`src/rtl/assert_macros.svh`:
```
// Assertion macros shared by the RTL files of the setpoint generator.
`ifndef ASSERT_MACROS_SVH
`define ASSERT_MACROS_SVH

// Checks a property on every rising clock edge outside reset.
`define ASSERT_AT_CLK(label, prop, msg) \
    label: assert property (@(posedge clk) disable iff (!rst_n) prop) \
        else $error(msg);

// Checks that a condition never holds at a rising clock edge outside reset.
`define ASSERT_NEVER(label, cond, msg) \
    label: assert property (@(posedge clk) disable iff (!rst_n) !(cond)) \
        else $error(msg);

`endif

```
`src/rtl/masg_pkg.sv`:
```
// Types, constants and helper functions of the motor angle setpoint generator.
package masg_pkg;

    localparam int TABLE_STEPS = 256;
    localparam int IDX_W       = (TABLE_STEPS > 1) ? $clog2(TABLE_STEPS) : 1;

    localparam int Q_W    = 26;
    localparam int TV_W   = 25;
    localparam int MODE_W = 3;
    localparam int REQ_W  = 2;
    localparam int TI_W   = 8;
    localparam int TICK_W = 7;
    localparam int DEC_W  = 4;

    localparam int IN_DATA_W  = 88;
    localparam int OUT_DATA_W = 56;

    localparam logic signed [Q_W:0] Q_FULL = 27'sd23592960;
    localparam logic signed [Q_W:0] Q_MAX  = 27'sd23592959;
    localparam logic signed [Q_W:0] Q_MIN  = -27'sd23592960;
    localparam logic [TV_W-1:0]     TV_MAX = 25'd23592959;

    localparam logic [TICK_W-1:0] TICK_LAST = 7'd100;
    localparam logic [DEC_W-1:0]  DEC_LAST  = 4'd9;

    localparam logic [REQ_W-1:0] REQ_TICK  = 2'd0;
    localparam logic [REQ_W-1:0] REQ_CMD   = 2'd1;
    localparam logic [REQ_W-1:0] REQ_TABLE = 2'd2;

    localparam logic [MODE_W-1:0] MODE_DISABLED = 3'd0;
    localparam logic [MODE_W-1:0] MODE_STATIC   = 3'd1;
    localparam logic [MODE_W-1:0] MODE_SPEED    = 3'd2;
    localparam logic [MODE_W-1:0] MODE_SINE     = 3'd3;
    localparam logic [MODE_W-1:0] MODE_ACCEL    = 3'd4;
    localparam logic [MODE_W-1:0] MODE_POSITION = 3'd5;

    typedef logic signed [Q_W-1:0] q_t;
    typedef logic signed [Q_W:0]   qw_t;

    typedef struct packed {
        logic [MODE_W-1:0] mode;
        q_t                pos;
        q_t                vel;
        q_t                tgt;
        q_t                stp;
        logic [TICK_W-1:0] tick;
        logic [DEC_W-1:0]  dec;
        logic [IDX_W-1:0]  sidx;
    } masg_state_t;

    typedef struct packed {
        logic [REQ_W-1:0]  kind;
        logic [MODE_W-1:0] mode;
        q_t                value;
        q_t                step;
        logic [TI_W-1:0]   tindex;
        logic [TV_W-1:0]   tvalue;
    } masg_req_t;

    typedef struct packed {
        logic             report;
        logic             ram_we;
        logic [IDX_W-1:0] waddr;
        logic [TV_W-1:0]  wdata;
        logic             from_ram;
    } masg_ctrl_t;

    function automatic q_t sat_q(input qw_t v);
        q_t r;
        if (v > Q_MAX)
        begin
            r = q_t'(Q_MAX);
        end
        else if (v < Q_MIN)
        begin
            r = q_t'(Q_MIN);
        end
        else
        begin
            r = q_t'(v);
        end
        return r;
    endfunction

endpackage

```
`src/rtl/masg_update.sv`:
```
// Next-state logic of the setpoint generator for one tick, command or table write.
module masg_update (
    input  masg_pkg::masg_state_t st,
    input  masg_pkg::masg_req_t   req,
    output masg_pkg::masg_state_t nxt,
    output masg_pkg::masg_ctrl_t  ctl
);

    import masg_pkg::*;

    qw_t              p;
    qw_t              v;
    qw_t              t;
    qw_t              s;
    qw_t              p2;
    qw_t              q;
    qw_t              ramp_p;
    q_t               spd_pos;
    q_t               v_up;
    q_t               v_dn;
    q_t               v_new;
    q_t               ramp_pos;
    q_t               val_sat;
    q_t               stp_sat;
    logic [TV_W-1:0]  tv_sat;
    logic             tindex_ok;
    logic             ramp_ok;
    logic             tick_wrap;
    logic             accel4;
    logic             up5;
    logic             dn5;
    logic             acc5;
    logic             dec5;
    logic             decel;
    logic [IDX_W-1:0] sidx_inc;

    assign p  = qw_t'(st.pos);
    assign v  = qw_t'(st.vel);
    assign t  = qw_t'(st.tgt);
    assign s  = qw_t'(st.stp);
    assign p2 = {st.pos, 1'b0};

    assign q = p + v;

    always_comb
    begin
        if (q >= Q_FULL)
        begin
            spd_pos = q_t'(q - Q_FULL);
        end
        else if (q < -Q_FULL)
        begin
            spd_pos = q_t'(q + Q_FULL + Q_FULL);
        end
        else if (q < 0)
        begin
            spd_pos = q_t'(q + Q_FULL);
        end
        else
        begin
            spd_pos = q_t'(q);
        end
    end

    assign accel4 = ((t > v) && (s > 0)) || ((t < v) && (s < 0));
    assign up5    = (t > p) && (s > 0);
    assign dn5    = (t < p) && (s < 0);
    assign acc5   = (up5 && (p2 <= t)) || (dn5 && (p2 >= t));
    assign dec5   = (up5 && (p2 > t)) || (dn5 && (p2 < t));
    assign decel  = (st.mode == MODE_POSITION) && dec5;

    assign v_up     = sat_q(v + s);
    assign v_dn     = sat_q(v - s);
    assign v_new    = decel ? v_dn : v_up;
    assign ramp_p   = p + qw_t'(v_new);
    assign ramp_pos = (ramp_p > Q_FULL) ? '0 : sat_q(ramp_p);

    assign ramp_ok   = (st.dec != '0);
    assign tick_wrap = (st.tick == TICK_LAST);
    assign sidx_inc  = (st.sidx == IDX_W'(TABLE_STEPS - 1)) ? '0 : st.sidx + 1'b1;

    assign val_sat   = sat_q(qw_t'(req.value));
    assign stp_sat   = sat_q(qw_t'(req.step));
    assign tv_sat    = (req.tvalue > TV_MAX) ? TV_MAX : req.tvalue;
    assign tindex_ok = (32'(req.tindex) < TABLE_STEPS);

    always_comb
    begin
        nxt          = st;
        ctl          = '0;
        ctl.waddr    = IDX_W'(req.tindex);
        ctl.wdata    = tv_sat;
        unique case (req.kind)
            REQ_TICK:
            begin
                nxt.tick   = tick_wrap ? '0 : st.tick + 1'b1;
                nxt.dec    = (tick_wrap || (st.dec == DEC_LAST)) ? '0 : st.dec + 1'b1;
                ctl.report = tick_wrap;
                unique case (st.mode)
                    MODE_SPEED:
                    begin
                        nxt.pos = spd_pos;
                    end
                    MODE_SINE:
                    begin
                        nxt.sidx     = sidx_inc;
                        ctl.from_ram = 1'b1;
                    end
                    MODE_ACCEL:
                    begin
                        if (accel4)
                        begin
                            if (ramp_ok)
                            begin
                                nxt.vel = v_new;
                                nxt.pos = ramp_pos;
                            end
                        end
                        else
                        begin
                            nxt.mode = MODE_SPEED;
                        end
                    end
                    MODE_POSITION:
                    begin
                        if (acc5 || dec5)
                        begin
                            if (ramp_ok)
                            begin
                                nxt.vel = v_new;
                                nxt.pos = ramp_pos;
                            end
                        end
                        else
                        begin
                            nxt.vel = '0;
                            nxt.pos = st.tgt;
                        end
                    end
                    default:
                    begin
                    end
                endcase
            end
            REQ_CMD:
            begin
                unique case (req.mode)
                    MODE_DISABLED:
                    begin
                        nxt.mode = MODE_DISABLED;
                    end
                    MODE_STATIC:
                    begin
                        nxt.mode = MODE_STATIC;
                        nxt.pos  = val_sat;
                    end
                    MODE_SPEED:
                    begin
                        nxt.mode = MODE_SPEED;
                        nxt.vel  = val_sat;
                    end
                    MODE_SINE:
                    begin
                        nxt.mode = MODE_SINE;
                    end
                    MODE_ACCEL:
                    begin
                        nxt.mode = MODE_ACCEL;
                        nxt.tgt  = val_sat;
                        nxt.stp  = stp_sat;
                    end
                    MODE_POSITION:
                    begin
                        nxt.mode = MODE_POSITION;
                        nxt.tgt  = val_sat;
                        nxt.stp  = stp_sat;
                        nxt.vel  = '0;
                    end
                    default:
                    begin
                    end
                endcase
            end
            REQ_TABLE:
            begin
                ctl.ram_we = tindex_ok;
            end
            default:
            begin
            end
        endcase
    end

endmodule

```
`config.mk`:
```
export PLATFORM = sky130hd
export DESIGN_NAME = masg_update
export DESIGN_NICKNAME = d
export VERILOG_FILES = /design/src/rtl/assert_macros.svh /design/src/rtl/masg_pkg.sv /design/src/rtl/masg_update.sv
export SDC_FILE = /design/constraint.sdc
export NUM_CORES = 1
export LEC_CHECK = 0
export BUFFER_PORTS_ARGS = -buffer_cell sky130_fd_sc_hd__buf_2
export CORE_ASPECT_RATIO = 0.7
export CORE_MARGIN = 2
export CORE_UTILIZATION = 55
export DETAILED_ROUTE_END_ITERATION = 8
export PLACE_DENSITY = 0.84
export REMOVE_ABC_BUFFERS = 1
export SLEW_MARGIN = 10
export SYNTH_ARGS = -nofsm -noshare
export SYNTH_HDL_FRONTEND = slang
export SYNTH_SLANG_ARGS = --single-unit
```
`constraint.sdc`:
```
create_clock -name vclk -period 11.3
set_clock_uncertainty 0.05 [all_clocks]
set_input_delay 1.13 -clock vclk [all_inputs]
set_output_delay 1.13 -clock vclk [all_outputs]
set_load 0.02 [all_outputs]
```
==> results.cfg <==
[cells_and_area]
nFillCells = 2180
layout-drive-gt1-share_pct = 18.36
multi_input_area_um2 = 11730
areaGrowthSynthToFinish_pct = 15.60
num-clock-buffers = 0
seq_cells = 0
finalNetCount = 2704
regArea_um2 = 0
fin_area_um2 = 14730

[worst_setup_path]
worst_path_dominant_cell_family = compound AO/OA/AOI/OAI gates
path_class = input pin to primary output
cpPeakStageDelay_ps = 760
cp-endpoint = nxt[121]
slowest_stage = a2111oi_1
cp_max_fo = 18
path_buf_inv = 4
crit_required_ps = 10120
worst_ep_arrival_time_ps = 9820
path_depth = 31
end_kind = primary output
cp-startpoint = st[71]
startpoint_type = input pin

[timing]
rsz0062_at_grt = no
fin_ws_ps = 301.3
finalCritPeriodShare_pct = 97.33
finalSetupViolCount = 0
holdWs_ps = 2210
relSlewSlack_pct = 18.29
tightestPinTransition_ps = 1217
finalMaxSlewViolations = 0
hold_viol_final = 0
period_needed_ps = 11000
max_freq_mhz = 90.92
fin_setup_tns_ps = 0

[floorplanning]
core.rowCount = 46
core_um2 = 22680
die_w_um = 185.9
chipHeight_um = 131.4
start_util_pct = 56.20
dieArea_um2 = 24430
ios = 378

[grt]
grt_pass1_wl_um = 88350
grt_pass1_vias = 15510
grt-ovfl-total = 0
track_usage_pct = 45.84
antenna_found_initial = 2
grt_start_max_net_pins = 51

[logic_synthesis]
synth_top_cell_by_area = ha_1
yosysTopAreaCellShare_pct = 19.14
yosys-top-cells-area = ha_1 19%, a21oi_1 10%, nor2_1 6.2%
yosysUniqueCellTypes = 82
synthesis.area_um2 = 12740
postSynthCellCount = 2003
ys_seq_area_share_pct = 0
yosys_warnings = 0
avgSynthCellArea_um2 = 6.363

[power]
cellLeakagePower_nw = 7.092
power_frac_seq_pct = 0
netSwitchingPower_w = 0.0009556
internal-power_w = 0.0005420
p_total_w = 0.001498
power.density_nw_per_um2 = 101.7
pwr-share-clk_pct = 0
pwr-share-comb_pct = 100.0
p_sw_share_pct = 63.81
ir_drop_v = 0.00006876

[worst_hold_path]
min_path_type = input pin to primary output

[placed_design]
place_area_um2 = 14700
hpwl_um = 49690
preCtsSetupSlack_ps = 634.0
gp_congestion = 1.064
port_buffers = 362

[outcome]
outcome = finished, final reports clean

[routing]
drc = 0
postRouteAntennaNets = 0
drt_pass1_iterations = 6
drt_iter0_markers = 2493
via_per_inst = 6.812
vias = 17720
routed_wl_um = 59790
avgRoutedWirePerCell_um = 22.99

[clock_network]
postCtsSetupRepairBufs = 0

[flow_run]
max_cap_violations = 0
==> per-stage QoR <==
step	util, %	std cells
6_report	64.97	2601
5_1_grt	64.95	2599
4_1_cts	64.80	2598
3_5_place_dp	64.80	2598
3_3_place_gp	64.80	2598
2_1_floorplan	-	1901
==> power groups by stage <==
stage | registers (W) | clock network [W] | logic [W]
global route | 0 | 0 | 0.00160
finish | 0 | 0.0000000000127 | 0.00150
CTS | 0 | 0 | 0.00143
floorplan | 0 | 0 | 0.000992
global placement | 0 | 0 | 0.00141
detailed placement | 0 | 0 | 0.00142
==> synth_stat cells (all sizes together) (12+ instances only) <==
library cell and n:
a2111oi 12, a211oi 24, a21o 44, a21oi 259
a221o 20, a221oi 14, a22oi 17, a2bb2oi 18
a31oi 19, and2 15, buf 24, clkbuf 78
ha 195, inv 159, nand2 149, nand2b 54
nand3 34, nand4 29, nor2 211, nor2b 25
nor3 49, nor4 17, o211ai 20, o21a 27
o21ai 148, o21bai 17, o221ai 12, o22ai 24
or2 12, or3 25, xnor2 69, xor2 22
==> worst min path at each step <==
stage | depth (start not counted) | to | startpoint
after floorplan | 0 | ctl[25] | req[24]
after global placement | 0 | ctl[26] | req[25]
after detailed placement | 0 | ctl[26] | req[25]
after CTS | 0 | ctl[26] | req[25]
after global routing | 0 | ctl[27] | req[26]
final | 0 | ctl[26] | req[25]
==> per-layer routing <==
metal / vias to the layer above / part of all wire (%) / global-route usage (%)
met5: - / 0 / 0
met1: 8115 / 41 / 64.68
met4: 0 / 4.5 / 15.14
li1: 7974 / - / -
met2: 1425 / 39 / 65.04
met3: 204 / 16 / 14.38
==> layout make-up <==
cell class                      count  area share, %
Tap cell                          312          2.650
Antenna cell                        2        0.03397
Timing Repair Buffer              386          13.66
Inverter                          159          4.051
Multi-Input combinational cell   1742          79.61
==> cell families (layout without fill, tap and decap cells) <==
kind of cell / Yosys count / count (layout) / share of synthesized area, %
other: 0 / 2 / 0
AND/OR/NAND/NOR: 660 / 660 / 25.00
adder cells (fa/ha/maj): 199 / 199 / 19.77
AO/OA/AOI/OAI: 779 / 779 / 39.82
multiplexers: 13 / 13 / 1.090
buffers and inverters: 261 / 545 / 8.070
XOR/XNOR: 91 / 91 / 6.254
==> cell usage in the layout, fill, tap and decap left out, drive strengths merged, types with 27 or more instances in the layout <==
| master | n |
|---|---|
| ha | 195 |
| nor2 | 211 |
| nand2b | 54 |
| o21ai | 148 |
| nand4 | 29 |
| nand3 | 34 |
| xnor2 | 69 |
| o21a | 27 |
| nand2 | 149 |
| inv | 159 |
| a21o | 44 |
| buf | 386 |
| a21oi | 259 |
| nor3 | 49 |
==> timing repair <==
action,4_1_cts,5_1_grt
endpoints found under the setup margin,0,19
resized for setup,0,1
hold buffers,0,0
Power figures use the tool's default switching activity.
